==> src/sv/erc_pkg.sv <==
// ----------------------------------------------------------------------------
// erc_pkg: shared types and constants of the extent run coalescer
// Register indexes, the configuration word and the per-item flag group.
// ----------------------------------------------------------------------------
package erc_pkg;

  localparam int OFFSET_BITS_DEF = 48;
  localparam int QUEUE_DEPTH     = 4;
  localparam int CFG_INDEX_BITS  = 2;

  // Configuration register indexes
  localparam logic [CFG_INDEX_BITS-1:0] CFG_IGNORE_LOADED    = 2'd0;
  localparam logic [CFG_INDEX_BITS-1:0] CFG_IGNORE_MODIFIED  = 2'd1;
  localparam logic [CFG_INDEX_BITS-1:0] CFG_DEFAULT_LOADED   = 2'd2;
  localparam logic [CFG_INDEX_BITS-1:0] CFG_DEFAULT_MODIFIED = 2'd3;

  typedef struct packed {
    logic ignore_loaded;
    logic ignore_modified;
    logic default_loaded;
    logic default_modified;
  } cfg_t;

  // Classification of one queued extent; ignored flags are already forced to their defaults
  typedef struct packed {
    logic zero_len;
    logic loaded;
    logic modified;
    logic last;
  } item_flags_t;

endpackage

==> src/sv/extent_run_coalescer_unit.sv <==
// ----------------------------------------------------------------------------
// extent_run_coalescer_unit: byte extent run coalescer
// Merges an ascending list of byte extents into runs of equal flags.
// ----------------------------------------------------------------------------
//
//  channel | signals                                      | role
//  --------+----------------------------------------------+------------------
//  in      | in_valid/in_ready, start_offset,             | extents, ascending
//          | extent_length, ext_loaded, ext_modified,     | offset order
//          | end_of_list                                  |
//  out     | out_valid/out_ready, out_offset, out_length, | merged extents
//          | out_loaded, out_modified, out_last           |
//  cfg     | cfg_valid/cfg_ready, cfg_index, cfg_data     | register writes
//
//  Cycles: one extent per cycle while the output is not stalled and each
//  extent yields at most one result; an extent that yields k results (k up
//  to 3) holds the back end while the single output register, loaded once per
//  cycle, takes them. Each extent passes the queue, then the output register.
//  Reset clears the queue, the pending extent, the output valid flag and all
//  configuration registers; no clearing pass is needed.
//  A stalled output holds the back end; the 4-entry queue keeps taking input
//  until full, after which in_ready drops.
//
module extent_run_coalescer_unit #(
  parameter int OFFSET_BITS = erc_pkg::OFFSET_BITS_DEF
) (
  input  logic                               clk,
  input  logic                               rst,
  // input extents
  input  logic                               in_valid,
  output logic                               in_ready,
  input  logic [OFFSET_BITS-1:0]             start_offset,
  input  logic [OFFSET_BITS-1:0]             extent_length,
  input  logic                               ext_loaded,
  input  logic                               ext_modified,
  input  logic                               end_of_list,
  // merged extents
  output logic                               out_valid,
  input  logic                               out_ready,
  output logic [OFFSET_BITS-1:0]             out_offset,
  output logic [OFFSET_BITS-1:0]             out_length,
  output logic                               out_loaded,
  output logic                               out_modified,
  output logic                               out_last,
  // configuration writes
  input  logic                               cfg_valid,
  output logic                               cfg_ready,
  input  logic [erc_pkg::CFG_INDEX_BITS-1:0] cfg_index,
  input  logic                               cfg_data
);
  import erc_pkg::*;

  localparam int EntryW = 3 * OFFSET_BITS + 1 + $bits(item_flags_t);

  cfg_t                   cfg;
  logic                   q_full;
  logic                   q_push;
  logic                   q_pop;
  logic                   q_valid;
  logic [OFFSET_BITS-1:0] f_ofs;
  logic [OFFSET_BITS-1:0] f_len;
  logic [OFFSET_BITS:0]   f_end;
  item_flags_t            f_flags;
  logic [EntryW-1:0]      q_wdata;
  logic [EntryW-1:0]      q_rdata;
  logic [OFFSET_BITS-1:0] b_ofs;
  logic [OFFSET_BITS-1:0] b_len;
  logic [OFFSET_BITS:0]   b_end;
  item_flags_t            b_flags;

  // Registers are always writable; the user writes only while the block is idle (unenforced)
  assign cfg_ready = 1'b1;

  always_ff @(posedge clk) begin
    if (rst) begin
      cfg <= '0;
    end else if (cfg_valid) begin
      case (cfg_index)
        CFG_IGNORE_LOADED:    cfg.ignore_loaded    <= cfg_data;
        CFG_IGNORE_MODIFIED:  cfg.ignore_modified  <= cfg_data;
        CFG_DEFAULT_LOADED:   cfg.default_loaded   <= cfg_data;
        CFG_DEFAULT_MODIFIED: cfg.default_modified <= cfg_data;
        default: begin
        end
      endcase
    end
  end

  // Front: accept and classify each extent
  erc_front #(
    .OFFSET_BITS (OFFSET_BITS)
  ) u_front (
    .in_valid      (in_valid),
    .in_ready      (in_ready),
    .start_offset  (start_offset),
    .extent_length (extent_length),
    .ext_loaded    (ext_loaded),
    .ext_modified  (ext_modified),
    .end_of_list   (end_of_list),
    .cfg           (cfg),
    .q_full        (q_full),
    .q_push        (q_push),
    .q_ofs         (f_ofs),
    .q_len         (f_len),
    .q_end         (f_end),
    .q_flags       (f_flags)
  );

  // Pack the classified extent into one queue word
  assign q_wdata = {f_flags, f_end, f_len, f_ofs};

  erc_queue #(
    .DATA_W (EntryW),
    .DEPTH  (QUEUE_DEPTH)
  ) u_queue (
    .clk       (clk),
    .rst       (rst),
    .push      (q_push),
    .wdata     (q_wdata),
    .full      (q_full),
    .pop       (q_pop),
    .rdata     (q_rdata),
    .not_empty (q_valid)
  );

  assign {b_flags, b_end, b_len, b_ofs} = q_rdata;

  // Back: merge, fill gaps, emit results one transfer per cycle while the output is not stalled
  erc_back #(
    .OFFSET_BITS (OFFSET_BITS)
  ) u_back (
    .clk          (clk),
    .rst          (rst),
    .cfg          (cfg),
    .q_valid      (q_valid),
    .i_ofs        (b_ofs),
    .i_len        (b_len),
    .i_end        (b_end),
    .i_flags      (b_flags),
    .q_pop        (q_pop),
    .out_valid    (out_valid),
    .out_ready    (out_ready),
    .out_offset   (out_offset),
    .out_length   (out_length),
    .out_loaded   (out_loaded),
    .out_modified (out_modified),
    .out_last     (out_last)
  );

endmodule

==> src/sv/erc_queue.sv <==
// ----------------------------------------------------------------------------
// erc_queue: short FIFO between front and back
// Holds classified extents so that either side can stall on its own.
// ----------------------------------------------------------------------------
module erc_queue #(
  parameter int DATA_W = 8,
  parameter int DEPTH  = 4
) (
  input  logic              clk,
  input  logic              rst,
  input  logic              push,
  input  logic [DATA_W-1:0] wdata,
  output logic              full,
  input  logic              pop,
  output logic [DATA_W-1:0] rdata,
  output logic              not_empty
);
  localparam int PtrW = (DEPTH > 1) ? $clog2(DEPTH) : 1;
  localparam int CntW = $clog2(DEPTH + 1);

  logic [DATA_W-1:0] mem [DEPTH];
  logic [PtrW-1:0]   wr_ptr;
  logic [PtrW-1:0]   rd_ptr;
  logic [CntW-1:0]   count;

  assign full      = (count == CntW'(DEPTH));
  assign not_empty = (count != '0);
  assign rdata     = mem[rd_ptr];

  always_ff @(posedge clk) begin
    if (push) begin
      mem[wr_ptr] <= wdata;
    end
  end

  always_ff @(posedge clk) begin
    if (rst) begin
      wr_ptr <= '0;
      rd_ptr <= '0;
      count  <= '0;
    end else begin
      if (push) begin
        wr_ptr <= (wr_ptr == PtrW'(DEPTH - 1)) ? '0 : wr_ptr + 1'b1;
      end
      if (pop) begin
        rd_ptr <= (rd_ptr == PtrW'(DEPTH - 1)) ? '0 : rd_ptr + 1'b1;
      end
      count <= count + CntW'(push) - CntW'(pop);
    end
  end

endmodule

==> src/sv/erc_front.sv <==
// ----------------------------------------------------------------------------
// erc_front: input side of the coalescer
// Accept extents, force ignored flags, mark zero length and form the end.
// ----------------------------------------------------------------------------
module erc_front #(
  parameter int OFFSET_BITS = 48
) (
  input  logic                   in_valid,
  output logic                   in_ready,
  input  logic [OFFSET_BITS-1:0] start_offset,
  input  logic [OFFSET_BITS-1:0] extent_length,
  input  logic                   ext_loaded,
  input  logic                   ext_modified,
  input  logic                   end_of_list,
  input  erc_pkg::cfg_t          cfg,
  input  logic                   q_full,
  output logic                   q_push,
  output logic [OFFSET_BITS-1:0] q_ofs,
  output logic [OFFSET_BITS-1:0] q_len,
  output logic [OFFSET_BITS:0]   q_end,
  output erc_pkg::item_flags_t   q_flags
);
  import erc_pkg::*;

  assign in_ready = !q_full;
  assign q_push   = in_valid && !q_full;
  assign q_ofs    = start_offset;
  assign q_len    = extent_length;
  // End of the extent, one bit wider so that it never wraps
  assign q_end    = {1'b0, start_offset} + {1'b0, extent_length};

  always_comb begin
    q_flags.zero_len = (extent_length == '0);
    q_flags.loaded   = cfg.ignore_loaded ? cfg.default_loaded : ext_loaded;
    q_flags.modified = cfg.ignore_modified ? cfg.default_modified : ext_modified;
    q_flags.last     = end_of_list;
  end

endmodule

==> src/sv/erc_back.sv <==
// ----------------------------------------------------------------------------
// erc_back: coalescing engine
// Hold the pending extent, merge, fill gaps and drive the output register.
// ----------------------------------------------------------------------------
module erc_back #(
  parameter int OFFSET_BITS = 48
) (
  input  logic                   clk,
  input  logic                   rst,
  input  erc_pkg::cfg_t          cfg,
  input  logic                   q_valid,
  input  logic [OFFSET_BITS-1:0] i_ofs,
  input  logic [OFFSET_BITS-1:0] i_len,
  input  logic [OFFSET_BITS:0]   i_end,
  input  erc_pkg::item_flags_t   i_flags,
  output logic                   q_pop,
  output logic                   out_valid,
  input  logic                   out_ready,
  output logic [OFFSET_BITS-1:0] out_offset,
  output logic [OFFSET_BITS-1:0] out_length,
  output logic                   out_loaded,
  output logic                   out_modified,
  output logic                   out_last
);
  import erc_pkg::*;

  localparam logic [OFFSET_BITS-1:0] LenMax = {OFFSET_BITS{1'b1}};

  // Pending extent; pend_end is offset plus length, kept unwrapped
  logic                   pend_valid;
  logic [OFFSET_BITS-1:0] pend_ofs;
  logic [OFFSET_BITS-1:0] pend_len;
  logic [OFFSET_BITS:0]   pend_end;
  logic                   pend_ld;
  logic                   pend_md;

  logic                   pend_valid_next;
  logic [OFFSET_BITS-1:0] pend_ofs_next;
  logic [OFFSET_BITS-1:0] pend_len_next;
  logic [OFFSET_BITS:0]   pend_end_next;
  logic                   pend_ld_next;
  logic                   pend_md_next;

  logic                   emit;
  logic [OFFSET_BITS-1:0] e_ofs;
  logic [OFFSET_BITS-1:0] e_len;
  logic                   e_ld;
  logic                   e_md;
  logic                   e_last;
  logic                   done;

  logic                   step;
  logic [OFFSET_BITS:0]   ofs_x;
  logic                   overlap;
  logic                   gap;
  logic                   hot;
  logic                   differ;
  logic [OFFSET_BITS-1:0] stretch_len;
  logic [OFFSET_BITS-1:0] gap_len;
  logic [OFFSET_BITS:0]   merge_raw;
  logic [OFFSET_BITS-1:0] merge_len;
  logic [OFFSET_BITS:0]   merge_end;
  logic [OFFSET_BITS:0]   sat_end;

  assign step  = q_valid && (!out_valid || out_ready);
  assign q_pop = step && done;

  assign ofs_x       = {1'b0, i_ofs};
  assign overlap     = pend_valid && (ofs_x < pend_end);
  assign gap         = pend_valid && (ofs_x > pend_end);
  assign hot         = (!cfg.ignore_loaded && pend_ld) || (!cfg.ignore_modified && pend_md);
  assign differ      = (pend_ld != i_flags.loaded) || (pend_md != i_flags.modified);
  assign stretch_len = i_ofs - pend_ofs;
  assign gap_len     = i_ofs - pend_end[OFFSET_BITS-1:0];
  assign merge_raw   = i_end - {1'b0, pend_ofs};
  assign sat_end     = {1'b0, pend_ofs} + {1'b0, LenMax};
  assign merge_len   = merge_raw[OFFSET_BITS] ? LenMax : merge_raw[OFFSET_BITS-1:0];
  assign merge_end   = merge_raw[OFFSET_BITS] ? sat_end : i_end;

  // One evaluation per cycle, unless the output stalls, against the pending
  // extent. An item that needs more than one result stays at the queue head and
  // is looked at again; the state it left makes the repeat pick up the next result.
  always_comb begin
    pend_valid_next = pend_valid;
    pend_ofs_next   = pend_ofs;
    pend_len_next   = pend_len;
    pend_end_next   = pend_end;
    pend_ld_next    = pend_ld;
    pend_md_next    = pend_md;
    emit            = 1'b0;
    e_ofs           = pend_ofs;
    e_len           = pend_len;
    e_ld            = pend_ld;
    e_md            = pend_md;
    e_last          = 1'b0;
    done            = 1'b1;

    if (!i_flags.zero_len && !overlap) begin
      if (!pend_valid || (differ && !(gap && hot))) begin
        if (pend_valid) begin
          emit  = 1'b1;
          e_len = gap ? stretch_len : pend_len;
        end
        pend_valid_next = 1'b1;
        pend_ofs_next   = i_ofs;
        pend_len_next   = i_len;
        pend_end_next   = i_end;
        pend_ld_next    = i_flags.loaded;
        pend_md_next    = i_flags.modified;
      end else if (gap && hot) begin
        // Close the pending extent and fill the hole with one whose flags are clear or the configured defaults
        emit          = 1'b1;
        done          = 1'b0;
        pend_ofs_next = pend_end[OFFSET_BITS-1:0];
        pend_len_next = gap_len;
        pend_end_next = ofs_x;
        pend_ld_next  = cfg.ignore_loaded ? cfg.default_loaded : 1'b0;
        pend_md_next  = cfg.ignore_modified ? cfg.default_modified : 1'b0;
      end else begin
        pend_len_next = merge_len;
        pend_end_next = merge_end;
      end
    end

    if (i_flags.last) begin
      if (emit) begin
        done = 1'b0;
      end else begin
        emit            = 1'b1;
        e_last          = 1'b1;
        e_ofs           = pend_valid_next ? pend_ofs_next : '0;
        e_len           = pend_valid_next ? pend_len_next : '0;
        e_ld            = pend_valid_next ? pend_ld_next : 1'b0;
        e_md            = pend_valid_next ? pend_md_next : 1'b0;
        pend_valid_next = 1'b0;
        pend_ofs_next   = '0;
        pend_len_next   = '0;
        pend_end_next   = '0;
        pend_ld_next    = 1'b0;
        pend_md_next    = 1'b0;
      end
    end
  end

  always_ff @(posedge clk) begin
    if (rst) begin
      pend_valid <= 1'b0;
      pend_ofs   <= '0;
      pend_len   <= '0;
      pend_end   <= '0;
      pend_ld    <= 1'b0;
      pend_md    <= 1'b0;
      out_valid  <= 1'b0;
    end else if (step) begin
      pend_valid <= pend_valid_next;
      pend_ofs   <= pend_ofs_next;
      pend_len   <= pend_len_next;
      pend_end   <= pend_end_next;
      pend_ld    <= pend_ld_next;
      pend_md    <= pend_md_next;
      out_valid  <= emit;
    end else if (out_ready) begin
      out_valid <= 1'b0;
    end
  end

  always_ff @(posedge clk) begin
    if (step && emit) begin
      out_offset   <= e_ofs;
      out_length   <= e_len;
      out_loaded   <= e_ld;
      out_modified <= e_md;
      out_last     <= e_last;
    end
  end

endmodule

==> config.mk <==
export PLATFORM = sky130hd
export DESIGN_NAME = extent_run_coalescer_unit
export DESIGN_NICKNAME = d
export VERILOG_FILES = /design/src/sv/erc_pkg.sv /design/src/sv/extent_run_coalescer_unit.sv /design/src/sv/erc_queue.sv /design/src/sv/erc_front.sv /design/src/sv/erc_back.sv
export SDC_FILE = /design/constraint.sdc
export NUM_CORES = 2
export LEC_CHECK = 0
export BUFFER_PORTS_ARGS = -buffer_cell sky130_fd_sc_hd__buf_2
export CAP_MARGIN = 20
export CORE_MARGIN = 3
export CORE_UTILIZATION = 50
export DETAILED_ROUTE_END_ITERATION = 12
export PLACE_DENSITY = 0.78
export SKIP_CTS_REPAIR_TIMING = 1
export SLEW_MARGIN = 0
export SYNTH_ARGS = -nofsm -noshare
export SYNTH_HDL_FRONTEND = slang
export SYNTH_SLANG_ARGS = --single-unit
==> constraint.sdc <==
create_clock -name clk -period 15.1 [get_ports clk]
set_input_delay 1.51 -clock clk [delete_from_list [all_inputs] [get_ports clk]]
set_output_delay 1.51 -clock clk [all_outputs]
set_load 0.03 [all_outputs]
==> out/qor.yml <==
status:
  outcome: "completed"
worst_hold_path:
  hold_class: "reg -> reg"
  hold_depth: 2
finish:
  utilization_pct: 56.2
  fin_nets: 4376
  drive_above_1_share_pct: 14.0
  syn_to_final_growth_pct: 10.8
  n_fill_cell: 7252
timing:
  tightestPinTransition_ns: 1.17
  period_needed_ns: 8.16
  hold_viol: 0
  finalSetupViolCount: 0
  slew_headroom_pct: 21.3
  tns_ns: 0
  maxSlewViolCount: 0
  rsz0062_at_grt: "no"
  fin_crit_sh_pct: 54.1
  fmax_ghz: 0.122
  fin_skew_ns: 0.0303
synth:
  synth_fp_nets: 4247
  syn_inst: 3936
  ys_ff_latch: 857
  yosysSeqAreaShare_pct: 52.4
  synth_ff_type: "edfxtp_1"
  synth.avg_cell_area_um2: 11.7
  synth-edff-count: 695
  yosysWarnings: 0
  synthArstFlopShare_pct: 0
  ys_types: 99
  syn_area_mm2: 0.0460
grt:
  antenna_found_initial: 14
  grt_usage_pct: 30.0
  grt_pass1_vias: 32900
  grt_max_degree: 198
  grt_pass1_wl_mm: 215
  grt_remaining_overflow: 0
routing:
  wl_per_cell_um: 27.4
  first_iter_violations: 5283
  vias: 35400
  drtAntennaViolNets: 0
  vias_per_cell: 6.66
  drc: 0
  dr.pass1.iters: 6
  drt_wl_total_mm: 146
place:
  portBuffers: 207
  hpwl_mm: 104
  gp_congestion: 1.06
floorplanning:
  die_w_um: 309
  die_area_mm2: 0.0958
  rows: 110
  ioPinCount: 209
  core_area_mm2: 0.0907
  die_h_um: 309
  initial_core_util_pct: 50.8
clocking:
  clkLatencyLatePin_ns: 0.68
  cts_tree: "built"
  htree_levels: 3
  cts_inserted_buffers: 88
  cts_root_buffer: "clkbuf_16"
  clock_sinks: 857
  cts.clk_slew.worst_paths_ns: 0.06
  clockBufferDepth: 3
critical_path:
  critical_path_class: "reg -> reg"
  cp.required_ns: 15.69
  cp-start-kind: "register"
  rr_worst_depth: 17
  critPathMaxFanout: 44
  end_kind: "register"
  arrival_ns: 8.75
run:
  maxCapViolCount: 0
critical path, stage by stage (launching register included):
cell and delay (ns):
dfxtp_4 0.57, buf_4 0.64, buf_4 0.69, buf_4 0.63, mux4_2 0.66, ha_1 0.44
nand2_1 0.15, o21ai_0 0.26, o21bai_1 0.12, a31oi_1 0.25, nand4_1 0.33, a31oi_2 0.47
inv_2 0.40, nor3_4 0.71, buf_4 0.62, a21oi_1 0.40, o221a_1 0.37, a211oi_1 0.20
area by class of cell:
| class | instances | area [um2] | area share, % |
|---|---|---|---|
| Inverter | 151 | 569 | 1.12 |
| Clock inverter | 55 | 513 | 1.01 |
| Timing Repair Buffer | 247 | 1350 | 2.64 |
| Clock buffer | 107 | 2360 | 4.62 |
| Sequential cell | 857 | 24100 | 47.3 |
| Antenna cell | 10 | 25.0 | 0.0491 |
| Tap cell | 1176 | 1470 | 2.88 |
| Multi-Input combinational cell | 2720 | 20600 | 40.4 |
path summary, 6_finish.rpt:
kind / startpoint / endpoint / slack (ns)
setup / recovery: register / u_back.pend_end[26]$_SDFFE_PP0P_ / 6.94
hold / removal: u_back.pend_len[47]$_SDFFE_PP0P_ / u_back.pend_len[47]$_SDFFE_PP0P_ / 0.46
setup reg to reg: register / u_back.pend_end[26]$_SDFFE_PP0P_ / 6.94
hold reg to reg: u_back.pend_len[47]$_SDFFE_PP0P_ / u_back.pend_len[47]$_SDFFE_PP0P_ / 0.46
kinds of logic after synthesis:
group | after synthesis | synth area share, %
other | 1 | 0.00815
adder cells (fa/ha/maj) | 204 | 5.63
AND/OR/NAND/NOR | 920 | 9.37
AO/OA/AOI/OAI | 1180 | 17.0
multiplexers | 200 | 8.38
XOR/XNOR | 215 | 4.09
flip-flops | 857 | 52.4
buffers and inverters | 359 | 3.12
cells in the mapped netlist, types with 27 or more instances:
master,count,area [um2]
nor2_1,242,908
edfxtp_1,695,20900
o211ai_1,28,210
nand4_1,41,257
a31oi_1,41,257
mux4_2,148,3330
a21oi_1,303,1520
nor4_1,34,213
nand3_1,92,460
a21o_1,113,848
ha_1,199,2490
a211oi_1,28,210
a22o_1,135,1180
nand2b_1,38,238
inv_1,150,563
dfxtp_1,162,3240
buf_2,30,150
o21ai_0,201,1010
nor3_1,59,295
buf_1,27,101
xor2_1,80,701
xnor2_1,135,1180
o22ai_1,48,300
mux2i_1,49,490
o21ai_1,42,210
o21bai_1,31,233
nand2_1,293,1100
clkbuf_1,141,529
layout by cell type (no fill, tap or decap), types with 17 or more instances in the layout:
cell type,count
o21ai_1,39
nor3_1,59
mux4_2,148
a21o_1,113
o21a_1,24
inv_1,149
and3_1,21
clkbuf_16,90
o21bai_1,31
nand4_1,41
dfxtp_1,160
nor4_1,34
nand3_1,92
nor2b_1,24
xor2_1,80
a211oi_1,28
ha_1,199
nand2_1,292
and2_1,20
mux2i_1,49
o21ai_0,201
clkinv_1,20
nand2b_1,37
o22ai_1,48
buf_2,207
a22o_1,135
o211ai_1,28
xnor2_1,135
o31ai_1,17
a311oi_1,19
buf_4,39
nor2_1,240
a31oi_1,41
edfxtp_1,695
a21oi_1,303
state kept, by name (all words and copies together) (netlist names), 2 cells and up, named ones only:
signal,count
u_queue.mem,596
u_back.pend_end,49
u_back.out_length,48
u_back.out_offset,48
u_back.pend_len,48
u_back.pend_ofs,48
cfg,4
u_queue.count,3
u_queue.rd_ptr,2
u_queue.wr_ptr,2
stage by stage:
stage / hold WS [ns] / setup WS (ns) / instances / cell area, um2
2_1_floorplan: 0.425 / 8.58 / 3936 / 46000
3_3_place_gp: 0.435 / 6.96 / 5151 / 48100
3_5_place_dp: 0.453 / 6.92 / 5151 / 48100
4_1_cts: 0.466 / 6.91 / 5313 / 51000
5_1_grt: 0.500 / 6.24 / 5322 / 51000
6_report: 0.461 / 6.94 / 5323 / 51000
metal layers:
layer / track usage (%) / part of all wire [%]
met1: 44.5 / 41
met5: 0 / 0.027
met3: 8.27 / 13
met2: 42.1 / 42
met4: 11.2 / 3.6
Power is left out: the tool's default activity adds up to more than one toggle a clock period on the data nets, which glitch-free logic cannot reach.
